===== src/sv/ecgdf_pkg.sv =====
// Shared constants, types and address decode for the ECG frame word deframer.
`default_nettype none

package ecgdf_pkg;

  localparam int unsigned WordW = 32;
  localparam int unsigned PayloadW = 24;
  localparam int unsigned CountW = 4;

  // parse phase codes
  localparam logic [1:0] PH_SEEK = 2'd0;
  localparam logic [1:0] PH_BUSY = 2'd1;
  localparam logic [1:0] PH_DATA = 2'd2;

  // event kinds
  localparam logic [2:0] EV_START   = 3'd0;
  localparam logic [2:0] EV_FIELD   = 3'd1;
  localparam logic [2:0] EV_FAULT   = 3'd2;
  localparam logic [2:0] EV_LOST    = 3'd3;
  localparam logic [2:0] EV_UNKNOWN = 3'd4;

  // register indexes
  localparam logic [1:0] REG_WORDS = 2'd0;
  localparam logic [1:0] REG_MASK  = 2'd1;
  localparam logic [1:0] REG_MATCH = 2'd2;

  localparam logic [CountW-1:0] WORDS_RESET = 4'd11;
  localparam logic [WordW-1:0] MASK_RESET = 32'h0000_0000;
  localparam logic [WordW-1:0] MATCH_RESET = 32'h0000_0001;

  typedef struct packed {
    logic [CountW-1:0] frame_words;
    logic [WordW-1:0]  fault_mask;
    logic [WordW-1:0]  fault_match;
  } cfg_t;

  typedef struct packed {
    logic [1:0]        phase;
    logic [CountW-1:0] words_left;
  } parse_state_t;

  typedef struct packed {
    logic                present;
    logic [2:0]          event_kind;
    logic [3:0]          field_id;
    logic [PayloadW-1:0] raw_payload;
    logic [1:0]          dropped_count;
    logic                last_of_frame;
  } result_t;

  typedef struct packed {
    logic       known;
    logic [3:0] id;
  } field_map_t;

  function automatic field_map_t map_address(input logic [7:0] addr);
    field_map_t m;
    m.known = 1'b1;
    case (addr)
      8'h11: m.id = 4'd0;
      8'h12: m.id = 4'd1;
      8'h13: m.id = 4'd2;
      8'h14: m.id = 4'd3;
      8'h15: m.id = 4'd4;
      8'h1A: m.id = 4'd5;
      8'h1B: m.id = 4'd6;
      8'h1C: m.id = 4'd7;
      8'h1D: m.id = 4'd8;
      8'h06: m.id = 4'd9;
      8'h41: m.id = 4'd10;
      default: begin
        m.known = 1'b0;
        m.id = 4'd0;
      end
    endcase
    return m;
  endfunction

endpackage

`default_nettype wire


===== src/sv/ecg_frame_word_deframer.sv =====
// Top level of the ECG frame word deframer: input register, parse state, result register, APB.
//
// Input channel data_valid/data_ready carries one 32-bit stream word in data_word.
// Output channel event_valid/event_ready carries one event per result word:
// event_kind, field_id, raw_payload, signed_sample, dropped_count, last_of_frame.
// Words that yield no event (idle words while seeking a header, busy headers) are consumed silently.
// An event passes through the input register and then the result register before event_valid rises.
// Throughput: one word per cycle unless the output stalls; the input register and result register
// let a new word enter while a finished event waits to be taken.
// When event_ready is low, the result register holds, the input register fills,
// and data_ready drops only once both are occupied (words without an event
// still pass through the input register).
// Registers on APB: 0x0 frame length in data words, 0x4 fault_mask, 0x8 fault_match.
// Write them only while no word is in flight.
// Reset (rst, synchronous) empties both registers, seeks a header and
// restores frame length 11, fault_mask 0, fault_match 1.
`default_nettype none

module ecg_frame_word_deframer (
  input  wire logic                                clk,
  input  wire logic                                rst,
  input  wire logic                                data_valid,
  output logic                                     data_ready,
  input  wire logic [ecgdf_pkg::WordW-1:0]         data_word,
  output logic                                     event_valid,
  input  wire logic                                event_ready,
  output logic [2:0]                               event_kind,
  output logic [3:0]                               field_id,
  output logic [ecgdf_pkg::PayloadW-1:0]           raw_payload,
  output logic signed [ecgdf_pkg::PayloadW-1:0]    signed_sample,
  output logic [1:0]                               dropped_count,
  output logic                                     last_of_frame,
  input  wire logic                                psel,
  input  wire logic                                penable,
  input  wire logic                                pwrite,
  input  wire logic [3:0]                          paddr,
  input  wire logic [31:0]                         pwdata,
  output logic [31:0]                              prdata,
  output logic                                     pready
);

  ecgdf_pkg::cfg_t           cfg;
  ecgdf_pkg::parse_state_t   state;
  ecgdf_pkg::parse_state_t   state_next;
  ecgdf_pkg::result_t        result;
  logic                      hold_valid;
  logic [ecgdf_pkg::WordW-1:0] hold_word;
  logic                      hold_fire;
  logic                      cfg_write;

  assign pready    = 1'b1;
  assign cfg_write = psel & penable & pwrite & pready;

  always_ff @(posedge clk) begin
    if (rst) begin
      cfg.frame_words <= ecgdf_pkg::WORDS_RESET;
      cfg.fault_mask <= ecgdf_pkg::MASK_RESET;
      cfg.fault_match <= ecgdf_pkg::MATCH_RESET;
    end else if (cfg_write) begin
      case (paddr[3:2])
        ecgdf_pkg::REG_WORDS: cfg.frame_words <= pwdata[ecgdf_pkg::CountW-1:0];
        ecgdf_pkg::REG_MASK:  cfg.fault_mask <= pwdata;
        ecgdf_pkg::REG_MATCH: cfg.fault_match <= pwdata;
        default: ;
      endcase
    end
  end

  always_comb begin
    case (paddr[3:2])
      ecgdf_pkg::REG_WORDS: prdata = {28'd0, cfg.frame_words};
      ecgdf_pkg::REG_MASK:  prdata = cfg.fault_mask;
      ecgdf_pkg::REG_MATCH: prdata = cfg.fault_match;
      default:              prdata = '0;
    endcase
  end

  ecgdf_step u_step (
    .word       (hold_word),
    .cfg        (cfg),
    .state      (state),
    .state_next (state_next),
    .result     (result)
  );

  assign hold_fire  = hold_valid & (~result.present | ~event_valid | event_ready);
  assign data_ready = ~hold_valid | hold_fire;

  always_ff @(posedge clk) begin
    if (rst) begin
      hold_valid <= 1'b0;
    end else if (data_ready) begin
      hold_valid <= data_valid;
    end
  end

  always_ff @(posedge clk) begin
    if (data_valid && data_ready) begin
      hold_word <= data_word;
    end
  end

  always_ff @(posedge clk) begin
    if (rst) begin
      state.phase <= ecgdf_pkg::PH_SEEK;
      state.words_left <= '0;
    end else if (hold_fire) begin
      state <= state_next;
    end
  end

  always_ff @(posedge clk) begin
    if (rst) begin
      event_valid <= 1'b0;
    end else if (hold_fire && result.present) begin
      event_valid <= 1'b1;
    end else if (event_ready) begin
      event_valid <= 1'b0;
    end
  end

  always_ff @(posedge clk) begin
    if (hold_fire && result.present) begin
      event_kind <= result.event_kind;
      field_id <= result.field_id;
      raw_payload <= result.raw_payload;
      signed_sample <= result.raw_payload;
      dropped_count <= result.dropped_count;
      last_of_frame <= result.last_of_frame;
    end
  end

  a_data_has_count: assert property (@(posedge clk) disable iff (rst)
    state.phase == ecgdf_pkg::PH_DATA |-> state.words_left != '0)
    else $error("data phase with no words left");

  a_open_frame_kind: assert property (@(posedge clk) disable iff (rst)
    event_valid && !last_of_frame |->
      event_kind == ecgdf_pkg::EV_START || event_kind == ecgdf_pkg::EV_FIELD ||
      event_kind == ecgdf_pkg::EV_UNKNOWN)
    else $error("error event without last_of_frame");

  a_dropped_on_start: assert property (@(posedge clk) disable iff (rst)
    event_valid && event_kind != ecgdf_pkg::EV_START |-> dropped_count == 2'd0)
    else $error("dropped count outside frame start");

  a_hold_kept: assert property (@(posedge clk) disable iff (rst)
    hold_valid && !hold_fire |=> hold_valid && $stable(hold_word))
    else $error("input register lost a word");

endmodule

`default_nettype wire


===== src/sv/ecgdf_step.sv =====
// Per-word parse step: header/busy/fault decode, field demux and next parse state.
`default_nettype none

module ecgdf_step (
  input  wire logic [ecgdf_pkg::WordW-1:0] word,
  input  wire ecgdf_pkg::cfg_t             cfg,
  input  wire ecgdf_pkg::parse_state_t     state,
  output ecgdf_pkg::parse_state_t          state_next,
  output ecgdf_pkg::result_t               result
);

  logic                          hdr_bit;
  logic                          is_busy;
  logic                          is_fault;
  logic [ecgdf_pkg::CountW-1:0]  left_dec;
  ecgdf_pkg::field_map_t         fmap;
  ecgdf_pkg::parse_state_t       hdr_state;
  ecgdf_pkg::result_t            hdr_result;
  ecgdf_pkg::result_t            none;

  assign hdr_bit   = word[31];
  assign is_busy   = word[31] & word[30];
  assign is_fault  = (word & cfg.fault_mask) == cfg.fault_match;
  assign left_dec  = state.words_left - 1'b1;
  assign fmap      = ecgdf_pkg::map_address(word[31:24]);

  always_comb begin
    none = '0;
    hdr_result = '0;
    hdr_result.present = 1'b1;
    hdr_result.last_of_frame = 1'b1;
    if (is_fault) begin
      hdr_state.phase = ecgdf_pkg::PH_SEEK;
      hdr_state.words_left = '0;
      hdr_result.event_kind = ecgdf_pkg::EV_FAULT;
    end else begin
      hdr_state.words_left = cfg.frame_words;
      hdr_result.event_kind = ecgdf_pkg::EV_START;
      hdr_result.dropped_count = word[29:28];
      if (cfg.frame_words == '0) begin
        hdr_state.phase = ecgdf_pkg::PH_SEEK;
      end else begin
        hdr_state.phase = ecgdf_pkg::PH_DATA;
        hdr_result.last_of_frame = 1'b0;
      end
    end
  end

  always_comb begin
    state_next = state;
    result = none;
    case (state.phase)
      ecgdf_pkg::PH_DATA: begin
        state_next.words_left = left_dec;
        state_next.phase = (left_dec == '0) ? ecgdf_pkg::PH_SEEK : ecgdf_pkg::PH_DATA;
        result.present = 1'b1;
        result.event_kind = fmap.known ? ecgdf_pkg::EV_FIELD : ecgdf_pkg::EV_UNKNOWN;
        result.field_id = fmap.id;
        result.raw_payload = word[ecgdf_pkg::PayloadW-1:0];
        result.last_of_frame = (left_dec == '0);
      end
      ecgdf_pkg::PH_BUSY: begin
        if (is_busy) begin
          state_next = state;
        end else if (hdr_bit) begin
          state_next = hdr_state;
          result = hdr_result;
        end else begin
          state_next.phase = ecgdf_pkg::PH_SEEK;
          result.present = 1'b1;
          result.event_kind = ecgdf_pkg::EV_LOST;
          result.last_of_frame = 1'b1;
        end
      end
      default: begin
        state_next.phase = ecgdf_pkg::PH_SEEK;
        if (is_busy) begin
          state_next.phase = ecgdf_pkg::PH_BUSY;
        end else if (hdr_bit) begin
          state_next = hdr_state;
          result = hdr_result;
        end
      end
    endcase
  end

endmodule

`default_nettype wire

===== config.mk =====
export PLATFORM = sky130hd
export DESIGN_NAME = ecg_frame_word_deframer
export DESIGN_NICKNAME = d
export VERILOG_FILES = /design/src/sv/ecgdf_pkg.sv /design/src/sv/ecg_frame_word_deframer.sv /design/src/sv/ecgdf_step.sv
export SDC_FILE = /design/constraint.sdc
export NUM_CORES = 1
export LEC_CHECK = 0
export BUFFER_PORTS_ARGS = -buffer_cell sky130_fd_sc_hd__buf_2
export CAP_MARGIN = 15
export CORE_MARGIN = 3
export CORE_UTILIZATION = 40
export DETAILED_ROUTE_END_ITERATION = 6
export PLACE_DENSITY_LB_ADDON = 0.1
export SYNTH_ARGS = -nofsm -noshare
export SYNTH_HDL_FRONTEND = slang
export SYNTH_SLANG_ARGS = --single-unit

===== constraint.sdc =====
create_clock -name clk -period 3.3 [get_ports clk]
set_clock_uncertainty 0.05 [all_clocks]
set_input_delay 0.33 -clock clk [delete_from_list [all_inputs] [get_ports clk]]
set_output_delay 0.33 -clock clk [all_outputs]
set_load 0.02 [all_outputs]

## Word-level counts from Yosys, hierarchy flattened

Cells that the tools add are included.

- Div/mod/pow operators: 0
- Bitwise logic cells: 11
- Muxes and demuxes: 28
- $lt $le $gt $ge: 0
- $mul: 0
- Shift operators: 0
- Eq/ne operators: 19
- Reductions and logical operators: 13
- Add/sub/neg operators: 1

Operator list:

| cell | number |
|---|---|
| two-way mux 35 bit | 3 |
| case mux 32 bit (3 select lines) | 1 |
| equality test 8 x 5 -> 1 bit, second input constant | 9 |
| case mux 32 bit (2 select lines) | 1 |
| case mux 4 bit (10 select lines) | 1 |
| bitwise AND 32 bit | 1 |
| equality test 32 bit | 1 |
| two-way mux 6 bit | 3 |
| two-way mux 2 bit | 7 |
| case mux 6 bit (2 select lines) | 1 |
| OR reduction 11 bit | 1 |
| equality test 8 x 3 -> 1 bit, second input constant | 1 |
| equality test 8 x 7 -> 1 bit, second input constant | 1 |
| zero test 4 bit | 2 |
| two-way mux 4 bit | 2 |
| AND reduction 2 bit | 4 |
| two-way mux 3 bit | 2 |
| inequality test 2 bit, second input constant | 3 |
| two-way mux 1 bit | 5 |
| AND reduction 5 bit | 1 |
| bitwise AND 1 bit | 4 |
| equality test 2 x 1 -> 1 bit, second input constant | 2 |
| equality test 2 bit, second input constant | 2 |
| case mux 2 bit (2 select lines) | 1 |
| other kinds (7) | 13 |

- Bits in latches: 0
- Logic and storage cells: 85
- Bits in writable memories: 0
- Output and inout bits: 93
- Register bits: 142
- Memories: 0
- Bits in read-only memories: 0
- Input port bits: 75

## Longest topological paths before layout

- Depth after elaboration: 12
- Depth in mapped cells: 9
- Depth with buffers taken out: 8

## Modules after synthesis

Synthesis repeated with hierarchy kept, for this count alone.

- Cells, all modules: 653
- Area, all modules: 7169.4 um^2

Modules (own cells, without submodules):

| module | seq. area each (um^2) | instances | area an instance (um^2) | cells each |
|---|---|---|---|---|
| ecg_frame_word_deframer | 3503.4 | 1 | 5790.6 | 443 |
| ecgdf_step | 0.0 | 1 | 1378.8 | 210 |

## Least setup slack after synthesis

Ideal clock, no wire load.

- Kind: reg2reg
- From: register, netlist name state[4]
- To: register hold_word[0] (netlist name), enable pin
- Path buffers: 0
- Arrival time: 2.703 ns
- Setup time: 0.425 ns
- Cell stages (with the launch flop): 7
- Path slack: 0.123 ns
- Period minus slack after synthesis: 3.177 ns
- Data required time: 2.825 ns
- Cell sequence: dfxtp_1 > inv_1 > ha_1 > a2bb2oi_1 > o221ai_1 > nor2_1 > nor2b_1

- Cells in the longest elaborated chain, start to end: 8
- Elaborated cells between the ends (all ways): 9
- Classes of those cells: 2 x eq/ne; 1 x mux; 5 x bitwise; 1 x reduce/logical

RTL lines:

| what | RTL line | text |
|---|---|---|
| equality test 2 x 1 -> 1 bit / equality test 2 bit (equally long branches) | ecgdf_step.sv:52 | `case (state.phase)` |
| case mux 32 bit (2 select lines) (*) | ecgdf_step.sv:52 |  |
| inverter 1 bit (*) | ecg_frame_word_deframer.sv:86 | `assign hold_fire = hold_valid & (~result.present \| ~event_valid \| event_ready);` |
| bitwise OR 1 bit (*) (2 in series) | ecg_frame_word_deframer.sv:86 |  |
| bitwise AND 1 bit (*) | ecg_frame_word_deframer.sv:86 |  |
| bitwise OR 1 bit (*) | ecg_frame_word_deframer.sv:87 | `assign data_ready = ~hold_valid \| hold_fire;` |
| logical AND 1 bit (*) | ecg_frame_word_deframer.sv:98 | `if (data_valid && data_ready) begin` |
| end signal: assignment | ecg_frame_word_deframer.sv:99 | `hold_word <= data_word;` |
| end: declaration | ecg_frame_word_deframer.sv:47 | `logic [ecgdf_pkg::WordW-1:0] hold_word;` |

Every way passes the cells marked *; elsewhere a longest branch is shown, timed or not.
A chain may end at the register's enable or synchronous reset.

## Worst setup path in the final report

- From: register, netlist name state[4]
- To: register hold_word[15] (netlist name), enable pin

- Cells in the longest elaborated chain, start to end: 8
- Elaborated cells between the ends (all ways): 9
- Classes of those cells: 2 x eq/ne; 1 x mux; 5 x bitwise; 1 x reduce/logical

RTL lines:

| what | RTL line |
|---|---|
| equality test 2 x 1 -> 1 bit / equality test 2 bit (equally long branches) | ecgdf_step.sv:52 |
| case mux 32 bit (2 select lines) (*) | ecgdf_step.sv:52 |
| inverter 1 bit (*) | ecg_frame_word_deframer.sv:86 |
| bitwise OR 1 bit (*) (2 in series) | ecg_frame_word_deframer.sv:86 |
| bitwise AND 1 bit (*) | ecg_frame_word_deframer.sv:86 |
| bitwise OR 1 bit (*) | ecg_frame_word_deframer.sv:87 |
| logical AND 1 bit (*) | ecg_frame_word_deframer.sv:98 |

Marked as above.

==> flow_metrics.env <==
export IMPL_status="complete, no violations"
export IMPL_synthCells=687
export IMPL_num_antenna_cells=0
export IMPL_crit_path_end_kind="flop"
export IMPL_dr_pass1_iters=5
export IMPL_wl_per_cell_um=17.5
export IMPL_peakVddDrop_mv=0.347
export IMPL_routed_wl_um=18200
export IMPL_numCtsBuffers=17
export IMPL_synth_simple_area_share=0.200
export IMPL_maxSlewHeadroom=0.483
export IMPL_post_place_ws_ps=567
export IMPL_final_antenna_net_count=0
export IMPL_io_pins=168
export IMPL_final_hold_violation_count=0
export IMPL_antenna_found_initial=1
export IMPL_synth_mux_area_frac=0.00759
export IMPL_slowest_stage="nor2b_4"
export IMPL_synth_compound_area_frac=0.185
export IMPL_dieArea_um2=18100
export IMPL_dpl_instance_area_um2=7440
export IMPL_drt_first_iter_violations=338
export IMPL_place_inst=1012
export IMPL_die_w_um=134
export IMPL_cts_root_buf="clkbuf_16"
export IMPL_fin_util=0.503
export IMPL_path_class="reg2reg"
export IMPL_arrival_ps=2800
export IMPL_drv_cap=0
export IMPL_clock_latency_ps=420
export IMPL_rrSetupSlack_ps=580
export IMPL_synth_top_family_by_area="simple AND/OR/NAND/NOR gates"
export IMPL_setup_violations=0
export IMPL_cts_sinks=142
export IMPL_drive_gt1_frac=0.260
export IMPL_initial_utilization=0.412
export IMPL_finalCritPeriodShare=0.826
export IMPL_synthFlopType="dfxtp_1"
export IMPL_rsz0062_at_grt="no"
export IMPL_required_ps=3380
export IMPL_clk_pin_slew_worst_paths_ps=60
export IMPL_min_path_type="in2reg"
export IMPL_die_y_um=134
export IMPL_p_leak_nw=3.18
export IMPL_syn_num_nets=766
export IMPL_ys_seq_area_frac=0.531
export IMPL_fin_crit_ps=2720
export IMPL_finalPower_mw=4.21
export IMPL_slew_viol_final=0
export IMPL_yosysMostFrequentCell="nand2_1"
export IMPL_tightest_slew_ps=776
export IMPL_syn_to_final_growth_pct=21.9
export IMPL_overflow=0
export IMPL_nets=894
export IMPL_synth_top_cell_by_area="edfxtp_1"
export IMPL_finalWorstSetupSlack_ps=575
export IMPL_grt_pass1_wl_um=28100
export IMPL_post_cts_resized=0
export IMPL_route_vias_total=5480
export IMPL_rows=46
export IMPL_endpoint="hold_word[15]"
export IMPL_start_kind="flop"
export IMPL_crit_path_max_incr_delay_ps=560
export IMPL_synthArstFlopShare=0
export IMPL_crit_path_start="state[4]"
export IMPL_yosys_register_bits=142
export IMPL_htreeDepth=4
export IMPL_fin_hold_ws_ps=29.6
export IMPL_fin_area_um2=8040
export IMPL_fillers=1503
export IMPL_ys_top_cells_by_area="edfxtp_1, dfxtp_1, nand2_1, a21oi_1, a22o_1"
export IMPL_vias_per_cell=5.25
export IMPL_tritoncts="yes"
export IMPL_grt_total_usage=0.203
export IMPL_crit_chain="inv_1 > ha_1 > a2bb2oi_1 > o221ai_1 > nor2_1 > nor2b_4 > buf_12"
export IMPL_power_density_nw_per_um2=523
export IMPL_worst_r2r_endpoint="hold_word[15]"
export IMPL_core_um2=16000
export IMPL_fmax_mhz=367
export IMPL_reg2regPathDepth=7
export IMPL_yosys_area_share_xor_xnor=0.00398
export IMPL_gp_congestion=0.798
export IMPL_yosys_top_cells_count="nand2_1, a21oi_1, dfxtp_1, edfxtp_1, clkbuf_1"
export IMPL_post_dp_hpwl_um=12100
export IMPL_setup_tns_final_ps=0
export IMPL_synth_edf_count=66
export IMPL_drcViolationCount=0
export IMPL_synth_fa_ha_area_frac=0.00759
export IMPL_clk_path_buf_depth=2
export IMPL_grt_max_degree=41
export IMPL_synth_area_um2=6600
export IMPL_numPortBuffers=164
export IMPL_postCtsSetupBuffers=0
export IMPL_synth_cell_types=56
export IMPL_rr_startpoint="state[4]"
export IMPL_crit_fanout=18
export IMPL_synth_top_area_share=0.300
export IMPL_ctsHoldBuffers=0
export IMPL_yosys_warnings=0
export IMPL_syn_avg_cell_area_um2=9.60
export IMPL_fin_cells=1044
export IMPL_grt_pass1_vias=5245
-- power by group --
part | total, mW | switching, mW | internal [mW] | leakage [nW]
clock network | 1.97 | 0.708 | 1.27 | 0.293
logic | 0.293 | 0.185 | 0.108 | 1.67
registers | 1.94 | 0.0458 | 1.89 | 1.22
-- sequential cells by signal, indices dropped and copies added, names as in the netlist --
name,flops
cfg,68
dropped_count,2
event_kind,3
event_valid,1
field_id,4
hold_valid,1
hold_word,32
last_of_frame,1
signed_sample,24
state,6
-- cell families (layout without fill, tap and decap cells) --
family / Yosys count / after routing
simple gates: 267 / 267
compound gates: 187 / 187
flops: 142 / 142
buf+inv: 78 / 219
mux: 5 / 5
fa+ha+maj: 4 / 4
xor+xnor: 3 / 3
other cells: 1 / 1
-- critical path: cells and delay by family (launching register included) --
family                     cells  cell delay (ps)
and+or+nand+nor                2              740
AOI/OAI and AO/OA              2              580
adders and majority gates      1              370
DFF                            1              360
buffers and inverters          2              320
-- per-layer routing --
layer	wire (um)	share of wire	global-route usage
met1	8320	0.46	0.271
met2	8480	0.46	0.321
met3	1100	0.060	0.0495
met4	344	0.019	0.0730
met5	7	0.00038	0
-- how the worst min path moves through the flow --
stage / start / to / slack, ps / cells past startpoint
2_1_floorplan: data_word[0] / hold_word[0] / 380 / 0
3_3_place_gp: cfg[17] / cfg[17] / 410 / 2
3_5_place_dp: cfg[23] / cfg[23] / 420 / 2
4_1_cts: data_word[10] / hold_word[10] / 10 / 1
5_1_grt: data_word[11] / hold_word[11] / 10 / 1
6_report: data_word[10] / hold_word[10] / 30 / 1
-- cells in the final DEF, fill, tap and decap left out, types with 3 or more instances in the layout --
cell type and n:
nand2_1 148, nor2_1 17, clkinv_1 3, a211o_1 3, a22o_1 28, o22ai_1 3
and3_1 16, o21ai_0 11, mux2i_1 5, a21o_1 9, and2_1 24, clkbuf_16 18
o21a_1 3, nand4_1 6, ha_1 4, nand3_1 13, buf_4 9, dfxtp_1 76
inv_1 13, a211oi_1 8, edfxtp_1 66, a21boi_0 9, clkbuf_1 5, nor3b_1 4
and3b_1 8, nor2b_1 7, o22a_1 8, a21oi_1 90, nor4_1 4, bufinv_16 3
buf_2 164
-- cell type report --
type | count | area, um2 | share of cell area
Clock buffer | 25 | 497 | 0.0618
Clock inverter | 7 | 106 | 0.0132
Inverter | 13 | 48.8 | 0.00607
Multi-Input combinational cell | 467 | 2710 | 0.337
Sequential cell | 142 | 3500 | 0.436
Tap cell | 216 | 270 | 0.0336
Timing Repair Buffer | 174 | 908 | 0.113
(Power assumes the default switching activity.)
